[src/design/smx_pkg.sv]
// ----------------------------------------------------------------------------
// smx_pkg: shared types and constants of the stack machine executor
// Stack geometry, opcodes, status codes, controller and ALU states and
// the command and status bundles that pass between controller and datapath.
// ----------------------------------------------------------------------------
package smx_pkg;

  // stack geometry
  localparam int STACK_DEPTH = 256;
  localparam int ADDR_W      = $clog2(STACK_DEPTH);
  localparam int CNT_W       = $clog2(STACK_DEPTH + 1);

  // instruction opcodes; every other code is unknown
  typedef enum logic [3:0] {
    OP_HALT = 4'd0,
    OP_CALL = 4'd1,
    OP_PUSH = 4'd2,
    OP_MOVE = 4'd3,
    OP_POP  = 4'd4,
    OP_ADD  = 4'd5,
    OP_SUB  = 4'd6,
    OP_MUL  = 4'd7,
    OP_DIV  = 4'd8
  } op_t;

  // result status codes
  typedef enum logic [3:0] {
    ST_OK        = 4'd0,
    ST_HALTED    = 4'd1,
    ST_UNDERFLOW = 4'd2,
    ST_NOT_INT   = 4'd3,
    ST_BAD_ADDR  = 4'd4,
    ST_UNKNOWN   = 4'd5,
    ST_OVERFLOW  = 4'd6,
    ST_DIV_ZERO  = 4'd7,
    ST_BAD_FUNC  = 4'd8,
    ST_IGNORED   = 4'd9
  } status_t;

  // controller states
  typedef enum logic [2:0] {
    S_IDLE,
    S_EXEC,
    S_ARB,
    S_ALU,
    S_NEWTOP_RD,
    S_NEWTOP,
    S_OUT
  } ctrl_state_t;

  // arithmetic unit states
  typedef enum logic [1:0] {
    ALU_IDLE,
    ALU_MUL,
    ALU_DIV,
    ALU_FIX
  } alu_state_t;

  // controller to datapath
  typedef struct packed {
    logic    load_instr;
    logic    push;
    logic    pop;
    logic    move;
    logic    arith_wr;
    logic    rd_nos;
    logic    rd_top;
    logic    load_top;
    logic    alu_start;
    logic    load_out;
    status_t status;
    logic    call;
  } dp_cmd_t;

  // datapath to controller
  typedef struct packed {
    logic [3:0] mode;
    logic       oint;
    logic       depth_zero;
    logic       depth_lt2;
    logic       depth_full;
    logic       call_ok;
    logic       move_ok;
    logic       a_int;
    logic       b_int;
    logic       a_zero;
    logic       alu_done;
  } dp_stat_t;

endpackage

[src/design/smx_ctrl.sv]
// ----------------------------------------------------------------------------
// smx_ctrl: controller of the stack machine executor
// Sequences each instruction through checks, memory accesses and the
// arithmetic unit, holds the stopped flag and the result valid.
// ----------------------------------------------------------------------------
module smx_ctrl (
  input  logic              clk,
  input  logic              rst_n,
  input  logic              in_valid,
  output logic              in_ready,
  output logic              out_valid,
  input  logic              out_ready,
  input  smx_pkg::dp_stat_t stat,
  output smx_pkg::dp_cmd_t  cmd
);

  smx_pkg::ctrl_state_t state_r, state_nxt;
  logic              stopped_r, stopped_nxt;
  logic              out_valid_r, out_valid_nxt;
  smx_pkg::status_t  status_r, status_nxt;
  logic              call_r, call_nxt;

  // every status but ok and unknown opcode halts execution
  function automatic logic stops(smx_pkg::status_t s);
    stops = (s != smx_pkg::ST_OK) && (s != smx_pkg::ST_UNKNOWN);
  endfunction

  // next state and commands
  always_comb begin
    state_nxt   = state_r;
    stopped_nxt = stopped_r;
    status_nxt  = status_r;
    call_nxt    = call_r;
    in_ready    = 1'b0;
    cmd         = '0;
    cmd.status  = status_r;
    cmd.call    = call_r;

    case (state_r)
      smx_pkg::S_IDLE: begin
        in_ready = 1'b1;
        if (in_valid) begin
          cmd.load_instr = 1'b1;
          state_nxt      = smx_pkg::S_EXEC;
        end
      end

      smx_pkg::S_EXEC: begin
        status_nxt = smx_pkg::ST_OK;
        call_nxt   = 1'b0;
        state_nxt  = smx_pkg::S_OUT;
        if (stopped_r) begin
          status_nxt = smx_pkg::ST_IGNORED;
        end else begin
          case (stat.mode)
            smx_pkg::OP_HALT: begin
              status_nxt = smx_pkg::ST_HALTED;
            end
            smx_pkg::OP_CALL: begin
              if (!stat.oint) begin
                status_nxt = smx_pkg::ST_NOT_INT;
              end else if (!stat.call_ok) begin
                status_nxt = smx_pkg::ST_BAD_FUNC;
              end else begin
                call_nxt = 1'b1;
              end
            end
            smx_pkg::OP_PUSH: begin
              if (stat.depth_full) begin
                status_nxt = smx_pkg::ST_OVERFLOW;
              end else begin
                cmd.push = 1'b1;
              end
            end
            smx_pkg::OP_MOVE: begin
              if (!stat.oint) begin
                status_nxt = smx_pkg::ST_BAD_ADDR;
              end else if (stat.depth_zero) begin
                status_nxt = smx_pkg::ST_UNDERFLOW;
              end else if (!stat.move_ok) begin
                status_nxt = smx_pkg::ST_BAD_ADDR;
              end else begin
                cmd.move  = 1'b1;
                state_nxt = smx_pkg::S_NEWTOP_RD;
              end
            end
            smx_pkg::OP_POP: begin
              if (stat.depth_zero) begin
                status_nxt = smx_pkg::ST_UNDERFLOW;
              end else begin
                cmd.pop   = 1'b1;
                state_nxt = smx_pkg::S_NEWTOP_RD;
              end
            end
            smx_pkg::OP_ADD, smx_pkg::OP_SUB, smx_pkg::OP_MUL, smx_pkg::OP_DIV: begin
              if (stat.depth_lt2) begin
                status_nxt = smx_pkg::ST_UNDERFLOW;
              end else begin
                cmd.rd_nos = 1'b1;
                state_nxt  = smx_pkg::S_ARB;
              end
            end
            default: begin
              status_nxt = smx_pkg::ST_UNKNOWN;
            end
          endcase
        end
      end

      // second operand now in the read register
      smx_pkg::S_ARB: begin
        if (!stat.a_int || !stat.b_int) begin
          status_nxt = smx_pkg::ST_NOT_INT;
          state_nxt  = smx_pkg::S_OUT;
        end else if ((stat.mode == smx_pkg::OP_DIV) && stat.a_zero) begin
          status_nxt = smx_pkg::ST_DIV_ZERO;
          state_nxt  = smx_pkg::S_OUT;
        end else begin
          cmd.alu_start = 1'b1;
          state_nxt     = smx_pkg::S_ALU;
        end
      end

      smx_pkg::S_ALU: begin
        if (stat.alu_done) begin
          cmd.arith_wr = 1'b1;
          state_nxt    = smx_pkg::S_OUT;
        end
      end

      // refetch the new top entry after a pop or move
      smx_pkg::S_NEWTOP_RD: begin
        if (stat.depth_zero) begin
          state_nxt = smx_pkg::S_OUT;
        end else begin
          cmd.rd_top = 1'b1;
          state_nxt  = smx_pkg::S_NEWTOP;
        end
      end

      smx_pkg::S_NEWTOP: begin
        cmd.load_top = 1'b1;
        state_nxt    = smx_pkg::S_OUT;
      end

      // hand the word to the result register once it is free
      smx_pkg::S_OUT: begin
        if (!out_valid_r || out_ready) begin
          cmd.load_out = 1'b1;
          stopped_nxt  = stopped_r | stops(status_r);
          state_nxt    = smx_pkg::S_IDLE;
        end
      end

      default: begin
        state_nxt = smx_pkg::S_IDLE;
      end
    endcase

    out_valid_nxt = (out_valid_r && !out_ready) || cmd.load_out;
  end

  // control registers
  always_ff @(posedge clk) begin
    if (!rst_n) begin
      state_r     <= smx_pkg::S_IDLE;
      stopped_r   <= 1'b0;
      out_valid_r <= 1'b0;
    end else begin
      state_r     <= state_nxt;
      stopped_r   <= stopped_nxt;
      out_valid_r <= out_valid_nxt;
    end
  end

  // status of the instruction in flight
  always_ff @(posedge clk) begin
    status_r <= status_nxt;
    call_r   <= call_nxt;
  end

  assign out_valid = out_valid_r;

  // once stopped, only reset restarts the block
  a_stopped_sticky: assert property (@(posedge clk) disable iff (!rst_n)
    stopped_r |=> stopped_r)
    else $error("stopped flag cleared without reset");

  // a stopped block reports every word as ignored
  a_ignored: assert property (@(posedge clk) disable iff (!rst_n)
    (cmd.load_out && stopped_r) |-> (status_r == smx_pkg::ST_IGNORED))
    else $error("stopped block reported a status other than ignored");

  // an accepted word goes straight to execution
  a_accept_exec: assert property (@(posedge clk) disable iff (!rst_n)
    (in_valid && in_ready) |=> (state_r == smx_pkg::S_EXEC))
    else $error("accepted word did not enter execution");

endmodule

[config.mk]
export PLATFORM = sky130hd
export DESIGN_NAME = smx_ctrl
export DESIGN_NICKNAME = d
export VERILOG_FILES = /design/src/design/smx_pkg.sv /design/src/design/smx_ctrl.sv
export SDC_FILE = /design/constraint.sdc
export NUM_CORES = 1
export LEC_CHECK = 0
export ABC_CLOCK_PERIOD_IN_PS = 3430
export BUFFER_PORTS_ARGS = -buffer_cell sky130_fd_sc_hd__buf_4
export CORE_UTILIZATION = 50
export DETAILED_ROUTE_END_ITERATION = 10
export HOLD_SLACK_MARGIN = 0.06
export PLACE_DENSITY = 0.94
export SYNTH_ARGS = -nofsm -noshare
export SYNTH_HDL_FRONTEND = slang
export SYNTH_SLANG_ARGS = --single-unit
[constraint.sdc]
create_clock -name clk -period 3.43 [get_ports clk]
set_input_delay 0 -clock clk [delete_from_list [all_inputs] [get_ports clk]]
set_output_delay 0 -clock clk [all_outputs]
set_load 0.02 [all_outputs]
# Yosys cells after proc, flatten, opt, wreduce, memory -nomap -nowiden
# Cells that the tools add are included.
# Widths: inputs -> output; s select.
[classes]
n_mux = 54
reduce_logical = 19
eq_ne = 19
n_bitwise = 3
[op_table]
columns = ["op", "n"]
rows = [
  ["$mux 3", 11],
  ["$mux 4", 7],
  ["$mux 1", 25],
  ["$pmux 4 s6", 1],
  ["$pmux 3 s7", 1],
  ["$eq 4x3->1 const B", 4],
  ["$mux 2", 7],
  ["$eq 3x3->1 const B", 3],
  ["$pmux 3 s3", 1],
  ["$eq 4x2->1 const B", 2],
  ["$pmux 4 s2", 1],
  ["$eq 3x2->1 const B", 2],
  ["$ne 2x2->1 const B", 3],
  ["$eq 4x1->1 const B", 1],
  ["$eq 4x4->1 const B", 1],
  ["$logic_not 1->1", 4],
  ["$logic_not 4->1", 1],
  ["$ne 4x3->1 const B", 1],
  ["$reduce_and 2->1", 2],
  ["$reduce_bool 4->1", 1],
  ["$reduce_or 4->1", 1],
  ["$eq 3x1->1 const B", 1],
  ["$logic_and 1x1->1", 3],
  ["$logic_not 3->1", 1],
  ["7 further kinds", 10],
]
[totals]
output_inout_bits = 17
wordCells = 100
in_bits = 18
ff_bits = 10

# Depth between registers and ports, before layout
# Gate-level depths: netlist (run 1).
[logic_depth]
depth_word = 6
ltp_mapped = 5
depth_no_buf = 4

# Worst setup path before layout (run 1)
# OpenSTA, ideal clock, no wires.
[synth_timing]
path_type = "reg2out"
startpoint = "register state_r[2]"
endpoint = "output cmd[11] in the netlist's numbering"
n_path_buf = 1
stages_incl_launch_ff = 5
slack_ns = 1.896
required_ns = 3.430
t_arrival_ns = 1.534
cell_sequence = "dfxtp_1 -> clkbuf_1 -> nor2_1 -> nand3_1 -> nor4bb_1"
[synth_lines]
columns = ["element", "line_no", "source"]
rows = [
  ["start: declaration", "smx_ctrl.sv:17", "smx_pkg::ctrl_state_t state_r, state_nxt;"],
  ["start signal: assignment", "smx_ctrl.sv:166", "state_r <= smx_pkg::S_IDLE;"],
  ["start signal: assignment", "smx_ctrl.sv:170", "state_r <= state_nxt;"],
  ["end: declaration", "smx_ctrl.sv:14", "output smx_pkg::dp_cmd_t cmd"],
]

# Worst setup path in the final report (run 1)
[layout_timing]
startpoint = "register state_r[1]"
endpoint = "register status_r[2] (enable)"
[layout_between]
elab_chain_cells = 3
elab_cells_between_ends = 5
classes_between = "eq/ne: 3; reduce/logical: 2"
[layout_rtl]
columns = ["element", "line_no", "source"]
rows = [
  ["$eq 3x2->1 / $eq 3x1->1 (equally long branches)", "smx_ctrl.sv:39", "case (state_r)"],
  ["$ne 3x3->1 (no line) / $reduce_bool 2->1 (equally long branches)", "n/a", ""],
  ["$reduce_and 2->1 (no line) *", "n/a", ""],
  ["end signal: assignment", "smx_ctrl.sv:178", "status_r <= status_nxt;"],
  ["end: declaration", "smx_ctrl.sv:20", "smx_pkg::status_t status_r, status_nxt;"],
]
# Mark *: on every way between the ends. The rest lies on a longest branch, timed or not.
# A chain may end at the register's enable or synchronous reset.

==> run summary, run 1 <==
Status: finished clean
Core area: 1510 µm²
Flop2flop setup slack: 1700 ps
WS Path Type: flip-flop to flip-flop
Die Y: 42.3 µm
Setup slack after layout: 1700 ps
First-pass iteration count of the detailed router: 4
Setup TNS: 0 ps
Max Clk Rate: 577 MHz
Fin nets: 155
H-tree Lvls: 1
Critical path endpoint category: flip-flop
PD cells: 658 nW/µm²
Slowest CP cell: dfxtp_1
Clock slew seen by the registers of the worst setup and hold paths: 70 ps
Sequential share of the synthesized area: 30.9%
1st-iter DRT viols: 41
RSZ-0062 raised after global routing: false
Fin crit period: 1730 ps
Worst-margin pin slew: 536 ps
Placement row count: 14
Hold path cells: 3
Clock Path Buffers: 2
GP Congestion: 0.836
Post-synth EDFFs: 5
CP arrival: 1710 ps
Vias in the first global route: 791
First-pass GRT wire length: 3.47 mm
Worst slew margin: 64.0%
R2r worst-path depth: 4
Largest area contributor in the netlist: edfxtp_1
Worst Hold Slack: 58.4 ps
Worst Path Required: 3400 ps
CP startpoint kind: flip-flop
Largest net degree at the start of global routing: 17
Hpwl dp: 1.61 mm
Final wirelength: 2.18 mm
Syn Nets: 119
Fraction of registers with async set/reset: 0%
Place WS: 1770 ps
Register bit total from synthesis: 10
Most used cell, CP: nand2_1
Slowest stage delay, CP: 560 ps
Clock Sinks: 10
Crit path cell chain: inv_1, nor3_1, nand2_1, nand2_1
Hold WC Path Type: input pin to flip-flop
Leakage Power: 0.469 nW
Die Wd: 42.3 µm
Setup-failing EPs final: 0
Yosys warning total: 0
Top-area cell type share of the netlist area: 18.5%
Global Route Usage Sum: 25.4%
Kind of cell adding the most delay to the critical path: simple AND/OR/NAND/NOR gates
Die area: 1790 µm²
Starting Density: 53.8%
Cell Area, Synth: 811 µm²
Synth Instances: 101
Placed cell count: 145
Antenna Nets Post-Route: 0
Root buf cell: clkbuf_4
Initial antenna violation count: 0
Dominant synthesized flop cell: edfxtp_1
Cts hold-fix bufs: 3
WHS Endpoint: status_r[2]
Vias after detailed routing: 923
Layout cell share with drive strength beyond 1: 32.4%
Max Cap Viol: 0
Area contributors post-synth: edfxtp_1 (19%), dfxtp_1 (12%), nor2_1 (5.1%)
CTS tree: done
Library cells used by synthesis: 43
Worst vdd ir: 404 µV
Total CTS buffers: 3
Fin. max-slew vios: 0
Period utilization: 50.6%
Final hold vios: 0
Most common cell in the netlist: nor2_1
Launch point of the worst hold path: stat[2]
Worst reg2reg startpoint: state_r[1]
Io pins: 35
GRT Residual Overflow: 0
Max Fanout on Critical Path: 13
Area Growth Syn to Fin: 36.4%
Final std cells w/o fill: 152
Postcts setup bufs: 0
Final Skew: 5.23 ps
Worst skew pair latency: 270 ps
Buffers & Inverters on Critical Path: 1
Synth cell count leaders: nor2_1 (11), nand2_1 (9), dfxtp_1 (5), edfxtp_1 (5), nand2b_1 (5)
Drt wl/cell: 14.3 µm
Synth Area per Inst: 8.03 µm²
Via density: 6.07
Critical R2R Capture: status_r[2]
Inserted Diodes: 0
DR DRC count: 0
Util after Layout: 73.4%
Port Buffer Count: 34
CTS resizes: 0
area by class of cell:
| cell class | count | area [µm²] |
|---|---|---|
| multi-input combinational | 81 | 509 |
| clock buffer | 4 | 26.3 |
| tap | 16 | 20.0 |
| timing repair buffer | 37 | 285 |
| fill | 116 | 400 |
| sequential | 10 | 250 |
| inverter | 4 | 15.0 |
worst max path at each step:
| stage | startpoint | cells past startpoint | to | slack, ps |
|---|---|---|---|---|
| 6_report | state_r[1] | 4 | status_r[2] | 1700 |
| 5_1_grt | state_r[1] | 4 | status_r[0] | 1590 |
| 4_1_cts | state_r[1] | 4 | status_r[2] | 1760 |
| 3_5_place_dp | state_r[1] | 4 | status_r[0] | 1770 |
| 3_3_place_gp | state_r[1] | 4 | status_r[2] | 1870 |
| 2_1_floorplan | state_r[2] | 4 | cmd[11] | 1900 |
cells by family after synthesis:
kind of cell,count (synthesis),synth area share [%]
and+or+nand+nor,53,36.4
AOI/OAI and AO/OA,27,25.3
DFF,10,30.9
buffers and inverters,10,6.33
xor gates and xnor gates,1,1.08
flip-flops by register name, indices dropped and copies added (netlist names):
name and cells:
call_r 1, out_valid 1, state_r 3, status_r 4, stopped_r 1
metrics by stage:
stage	instance area (µm²)	total power, mW
floorplan	811	0.495
global placement	1050	0.607
detailed placement	1050	0.628
CTS	1110	0.721
global route	1110	0.765
finish	1110	0.728
cells in the final DEF, fill, tap and decap left out, types with 2 or more instances in the layout:
| cell type | netlist | routed |
|---|---|---|
| o211ai_1 | 2 | 2 |
| nor3_1 | 4 | 4 |
| inv_1 | 4 | 4 |
| and3_1 | 3 | 3 |
| nor2_1 | 11 | 11 |
| nor4_1 | 3 | 3 |
| nor2b_1 | 4 | 4 |
| or2_2 | 2 | 2 |
| a31oi_1 | 4 | 4 |
| clkbuf_4 | 0 | 3 |
| or3b_2 | 2 | 2 |
| nand3b_1 | 2 | 2 |
| nand2b_1 | 5 | 5 |
| o31ai_1 | 2 | 2 |
| nand2_1 | 9 | 9 |
| dlygate4sd3_1 | 0 | 3 |
| dfxtp_1 | 5 | 5 |
| a32oi_1 | 2 | 2 |
| o21ai_0 | 4 | 4 |
| buf_4 | 1 | 34 |
| edfxtp_1 | 5 | 5 |
| nand3_1 | 2 | 2 |
power by group:
| part | total (mW) | switching (mW) | internal (mW) |
|---|---|---|---|
| clock network | 0.0878 | 0.0428 | 0.0450 |
| registers | 0.255 | 0.0694 | 0.186 |
| logic | 0.385 | 0.220 | 0.165 |
worst reg2reg max path, delay by kind of cell, from the launching register on:
family | cells | cell delay, ps
and+or+nand+nor | 3 | 750
DFF | 1 | 560
buffers and inverters | 1 | 130
layer usage:
layer | vias to the layer above | global-route usage (%) | share of wire (%)
li1 | 450 | - | -
met1 | 417 | 30.9 | 41
met2 | 47 | 42.5 | 50
met3 | 9 | 3.45 | 5.3
met4 | 0 | 15.0 | 3.3
met5 | - | 0 | 0
Note: power is estimated with default switching activity, not from simulation.
==> run 2: changes to the inputs <==
--- a/config.mk
+++ b/config.mk
@@ -5,12 +5,12 @@
 export SDC_FILE = /design/constraint.sdc
 export NUM_CORES = 1
 export LEC_CHECK = 0
-export ABC_CLOCK_PERIOD_IN_PS = 3430
+export ABC_CLOCK_PERIOD_IN_PS = 1500
 export BUFFER_PORTS_ARGS = -buffer_cell sky130_fd_sc_hd__buf_4
-export CORE_UTILIZATION = 50
+export CORE_UTILIZATION = 42
 export DETAILED_ROUTE_END_ITERATION = 10
 export HOLD_SLACK_MARGIN = 0.06
-export PLACE_DENSITY = 0.94
+export PLACE_DENSITY = 0.86
 export SYNTH_ARGS = -nofsm -noshare
 export SYNTH_HDL_FRONTEND = slang
 export SYNTH_SLANG_ARGS = --single-unit
==> constraint.sdc (replaced) <==
create_clock -name clk -period 1.5 [get_ports clk]
set_input_delay 0 -clock clk [delete_from_list [all_inputs] [get_ports clk]]
set_output_delay 0 -clock clk [all_outputs]
set_load 0.02 [all_outputs]
==> run 2 against run 1 <==
Global-route usage decreased by 3.5 points. Critical endpoint is now cmd[14]. Wire length down 0.32%. Worst setup slack lost 1600 ps. Core utilization decreased by 5.3 points. Clock power increased by 120%. Combinational power grew to 2.7 times the previous value. Cell count grew 9.9%. Final area rose by 8.7%. Largest cell class unchanged. Hold slack improved by 31 ps. Sequential power up 110%. Critical path depth up 1. Clock-buffer cell count decreased by 1.
==> run summary, run 2 (synthesis results as in run 1) <==
Status: finished clean
CP arrival: 1450 ps
Io pins: 35
Worst Path Required: 1500 ps
Worst skew pair latency: 260 ps
Fin crit period: 1450 ps
Fillcell total: 161
Largest net degree at the start of global routing: 17
Setup-failing EPs final: 0
Multi-input logic area: 537 µm²
1st-iter DRT viols: 16
First-pass GRT wire length: 3.39 mm
Leakage Power: 0.506 nW
Final hold vios: 0
Fin. max-slew vios: 0
Die area: 2110 µm²
Reg area: 253 µm²
Starting Density: 46.0%
Period utilization: 96.6%
Vias in the first global route: 802
Most used cell, CP: buf_4
GRT Residual Overflow: 0
Core area: 1760 µm²
Vias after detailed routing: 930
Die Y: 45.9 µm
Critical path endpoint category: output port
DR DRC count: 0
CTS tree: done
Clock Sinks: 10
Antenna Nets Post-Route: 0
Clock slew seen by the registers of the worst setup and hold paths: 70 ps
Via density: 5.57
Worst slew margin: 66.1%
Hold WC Path Type: input pin to flip-flop
Worst-margin pin slew: 505 ps
Setup TNS: 0 ps
Leading cell type in the layout, fill and taps excluded: buf_4
PD cells: 1470 nW/µm²
Total CTS buffers: 3
Most frequent cells in the layout: buf_4 (38), nand2_1 (9), nor2_1 (9)
H-tree Lvls: 1
Max Cap Viol: 0
Layout cell share with drive strength beyond 1: 39.4%
RSZ-0062 raised after global routing: true
Drt wl/cell: 13.0 µm
Crit path cell chain: buf_8, buf_4, nor3_1, and2_1, buf_4
Root buf cell: clkbuf_4
Worst vdd ir: 902 µV
Fin nets: 161
Biggest registers after layout: status_r: 4 flops, state_r: 3 flops
Inserted Diodes: 0
Placement row count: 15
Final wirelength: 2.17 mm
Area Growth Syn to Fin: 48.3%
Die Wd: 45.9 µm
Max Clk Rate: 690 MHz
Top reg by flops: status_r
Port Buffer Count: 34
Global Route Usage Sum: 22.0%
Max Fanout on Critical Path: 7
Placed cell count: 157
Final std cells w/o fill: 167
GP Congestion: 0.965
Max reg flops: 4
Clock Path Buffers: 2
CP startpoint kind: flip-flop
WS Path Type: flip-flop to output port
Initial antenna violation count: 0
Hpwl dp: 1.57 mm
Slowest CP cell: dfxtp_2
First-pass iteration count of the detailed router: 4
Final Skew: 1.93 ps
Slowest stage delay, CP: 330 ps
## run 2: cell types whose count changed in the layout (fill, tap and decap cells not counted), moves of 2 or more
cell,previous run,this run
dfxtp_2,0,2
buf_4,34,38
dfxtp_1,5,3
nor2_1,11,9
## run 2: timing repair
action / CTS / global route
cloned: 0 / 0
endpoints found under the setup margin: 3 / 8
gates resized for setup: 4 / 5
buffers inserted: 0 / 2
pin swaps: 0 / 2
hold buffers: 4 / 0
hold endpoints to repair: 6 / 0
## run 2: routing by layer
metal,vias up,share of wire [%],GRT usage (%)
li1,464,-,-
met1,419,44,28.4
met3,2,6.1,1.19
met5,-,0,0
met2,45,49,37.7
met4,0,0.92,8.82
## run 2: layout make-up
cell class | count | area share [%]
inverters | 4 | 1.25
well taps | 25 | 2.60
clock buffers | 3 | 1.87
multi-input cells | 81 | 44.6
flip-flops and latches | 10 | 21.0
clock inverters | 1 | 0.312
repair buffers | 43 | 28.3
## run 2: power breakdown
part | internal, mW | switching, mW | leakage [nW] | total, mW
Combinational | 0.476 | 0.563 | 0.401 | 1.04
Clock | 0.0961 | 0.0966 | 0.0154 | 0.193
Sequential | 0.430 | 0.111 | 0.0892 | 0.541
## run 2: per-stage QoR
stage / setup WS [ps] / area [µm²] / total power [mW] / hold WS, ps / util, %
2_1_floorplan: -12.7 / 817 / 1.13 / 53.7 / -
3_3_place_gp: 149 / 1090 / 1.43 / 257 / 61.8
3_5_place_dp: 46.5 / 1090 / 1.46 / 261 / 61.8
4_1_cts: 27.2 / 1170 / 1.70 / 86.8 / 66.3
5_1_grt: -29.1 / 1200 / 1.91 / 87.0 / 68.2
6_report: 50.4 / 1200 / 1.77 / 89.3 / 68.2
## run 2: final timing paths
| path | from | endpoint | slack (ps) | depth (start not counted) |
|---|---|---|---|---|
| worst max-delay path | state_r[1] | cmd[14] | 50 | 5 |
| worst min-delay path | stat[5] | call_r | 90 | 3 |
| worst max register to register | state_r[1] | status_r[0] | 90 | 4 |
| worst min register to register | out_valid | out_valid | 520 | 2 |
## run 2: critical path: cells and delay by family (launching register included)
family                 cells  cell delay (ps)
flip-flops                 1              330
AND/OR/NAND/NOR            2              460
buffers and inverters      3              390
==> run 3: changes to the inputs <==
--- a/config.mk
+++ b/config.mk
@@ -5,12 +5,13 @@
 export SDC_FILE = /design/constraint.sdc
 export NUM_CORES = 1
 export LEC_CHECK = 0
-export ABC_CLOCK_PERIOD_IN_PS = 1500
+export ABC_AREA = 1
+export ABC_CLOCK_PERIOD_IN_PS = 1700
 export BUFFER_PORTS_ARGS = -buffer_cell sky130_fd_sc_hd__buf_4
-export CORE_UTILIZATION = 42
+export CORE_UTILIZATION = 49
 export DETAILED_ROUTE_END_ITERATION = 10
 export HOLD_SLACK_MARGIN = 0.06
-export PLACE_DENSITY = 0.86
+export PLACE_DENSITY = 0.93
 export SYNTH_ARGS = -nofsm -noshare
 export SYNTH_HDL_FRONTEND = slang
 export SYNTH_SLANG_ARGS = --single-unit
==> constraint.sdc (replaced) <==
create_clock -name clk -period 1.7 [get_ports clk]
set_input_delay 0 -clock clk [delete_from_list [all_inputs] [get_ports clk]]
set_output_delay 0 -clock clk [all_outputs]
set_load 0.02 [all_outputs]
==> run 3 against run 2 <==
Sequential power fell by 16%. Critical path depth unchanged. Critical endpoint is now out_valid. Clock skew increased by 4.9 ps. Wire length is 0.83% lower. Sequential share of layout area up 1.1 points. Hold slack worse by 7.5 ps.
==> run summary, run 3 <==
Max Fanout on Critical Path: 6
Clock Sinks: 10
Hold WC Path Type: input pin to flip-flop
Most frequent cells in the layout: nand2_1 (34), buf_4 (34), inv_1 (20)
Leakage Power: 0.596 nW
Postcts setup bufs: 0
Biggest registers after layout: status_r: 4 flops, state_r: 3 flops
Total CTS buffers: 3
Global Route Usage Sum: 24.4%
Worst Hold Slack: 81.8 ps
Port Buffer Count: 34
Fin. max-slew vios: 0
Setup TNS: 0 ps
Die Y: 42.4 µm
Area Growth Syn to Fin: 41.9%
Largest area contributor in the netlist: edfxtp_1
Total power draw: 1.43 mW
Vias in the first global route: 876
Post-synth EDFFs: 5
Sequential share of the synthesized area: 31.3%
Simple-gate area share of the yosys netlist: 45.9%
Root buf cell: clkbuf_4
RSZ-0062 raised after global routing: false
Register bit total from synthesis: 10
Kind of cell adding the most delay to the critical path: buffers and inverters
Die area: 1800 µm²
Fillcell total: 114
Worst skew pair latency: 270 ps
Hpwl dp: 1.69 mm
Final Skew: 6.86 ps
Crit path cell chain: nand2_1, nor2_2, nor2_1, nor2_1, dlygate4sd3_1
Reg area: 251 µm²
PD cells: 1260 nW/µm²
Setup-failing EPs final: 0
Status: finished clean
Fin nets: 185
Worst vdd ir: 580 µV
Slowest CP cell: dlygate4sd3_1
XOR/XNOR Fraction of Synth Area: 1.10%
Max Clk Rate: 653 MHz
Worst slew margin: 78.1%
Synth cell count leaders: nand2_1 (34), inv_1 (20), nor2_1 (18)
Buffers & Inverters on Critical Path: 1
Die Wd: 42.4 µm
H-tree Lvls: 1
Critical path endpoint category: flip-flop
Worst Path Required: 1920 ps
Yosys warning total: 0
First-pass iteration count of the detailed router: 4
Max Cap Viol: 0
Synth Instances: 126
Clock slew seen by the registers of the worst setup and hold paths: 80 ps
Library cells used by synthesis: 25
CTS tree: done
Clock Path Buffers: 2
Compound-Gate Fraction of Synth Area: 10.0%
Placement row count: 14
Syn Nets: 144
Mux contribution to synthesized area: 0%
First-pass GRT wire length: 3.38 mm
Most common cell in the netlist: nand2_1
Slowest stage delay, CP: 550 ps
Dominant synthesized flop cell: edfxtp_1
Largest family of logic cells by synthesized area: simple AND/OR/NAND/NOR gates
Synth Area per Inst: 6.35 µm²
Area contributors post-synth: edfxtp_1 (19%), nand2_1 (16%), dfxtp_1 (13%)
Initial antenna violation count: 0
Worst-margin pin slew: 327 ps
WS Path Type: flip-flop to flip-flop
GRT Residual Overflow: 0
Final wirelength: 2.16 mm
GP Congestion: 1.01
Layout cell share with drive strength beyond 1: 32.5%
DR DRC count: 0
Multi-input logic area: 455 µm²
CP startpoint kind: flip-flop
Period utilization: 90.1%
Starting Density: 53.1%
Post-Synth Adder-Cell Area: 0%
Top-area cell type share of the netlist area: 18.8%
Io pins: 35
Via density: 5.30
Fin crit period: 1530 ps
Most used cell, CP: nor2_1
CP arrival: 1750 ps
Vias after detailed routing: 965
Antenna Nets Post-Route: 0
1st-iter DRT viols: 37
Drt wl/cell: 11.8 µm
Top reg by flops: status_r
Final hold vios: 0
Cell Area, Synth: 800 µm²
Max reg flops: 4
Core area: 1510 µm²
Fraction of registers with async set/reset: 0%
Largest net degree at the start of global routing: 7
Inserted Diodes: 0
[run 3: per-layer routing]
layer | wire (µm) | vias up | GRT usage, %
met5 | 0 | - | 0
met4 | 49 | 0 | 8.13
met3 | 125 | 8 | 3.45
li1 | - | 481 | -
met2 | 1120 | 45 | 46.8
met1 | 859 | 431 | 26.9
[run 3: cells by family (layout without fill, tap and decap cells)]
kind of cell	after synthesis	count (layout)
simple gates	78	78
flops	10	10
compound gates	13	13
buf+inv	24	64
xor+xnor	1	1
[run 3: timing repair]
action,CTS,global route
hold endpoints to repair,3,0
endpoints found under the setup margin,0,3
hold buffers,3,0
gates resized for setup,0,1
[run 3: final timing paths]
| kind | start | end | slack [ps] | cells past startpoint |
|---|---|---|---|---|
| max | state_r[1] | out_valid | 170 | 5 |
| min reg2reg | status_r[1] | stopped_r | 580 | 2 |
| max reg2reg | state_r[1] | out_valid | 170 | 5 |
| min | stat[5] | call_r | 80 | 3 |
[run 3: per-stage QoR]
| step | utilization [%] | cell area, µm² | worst slack [ps] | cells |
|---|---|---|---|---|
| 6_report | 75.3 | 1130 | 168 | 182 |
| 5_1_grt | 75.3 | 1130 | 52.1 | 182 |
| 4_1_cts | 75.2 | 1130 | 47.7 | 182 |
| 3_5_place_dp | 70.8 | 1070 | 329 | 175 |
| 3_3_place_gp | 70.8 | 1070 | 422 | 175 |
| 2_1_floorplan | - | 800 | 249 | 126 |
[run 3: worst min-delay path, stage by stage]
cell	delay, ps
buf_4	80
nand3_1	70
nor2_1	80
[run 3: layout make-up]
class / count / share of cell area, %
multi-input cells: 92 / 40.1
repair buffers: 37 / 25.1
flip-flops and latches: 10 / 22.2
inverters: 23 / 7.61
clock buffers: 4 / 3.20
well taps: 16 / 1.76
[run 3: power by group]
| part | internal (mW) | switching, mW |
|---|---|---|
| logic | 0.294 | 0.463 |
| clock network | 0.130 | 0.0903 |
| registers | 0.360 | 0.0968 |
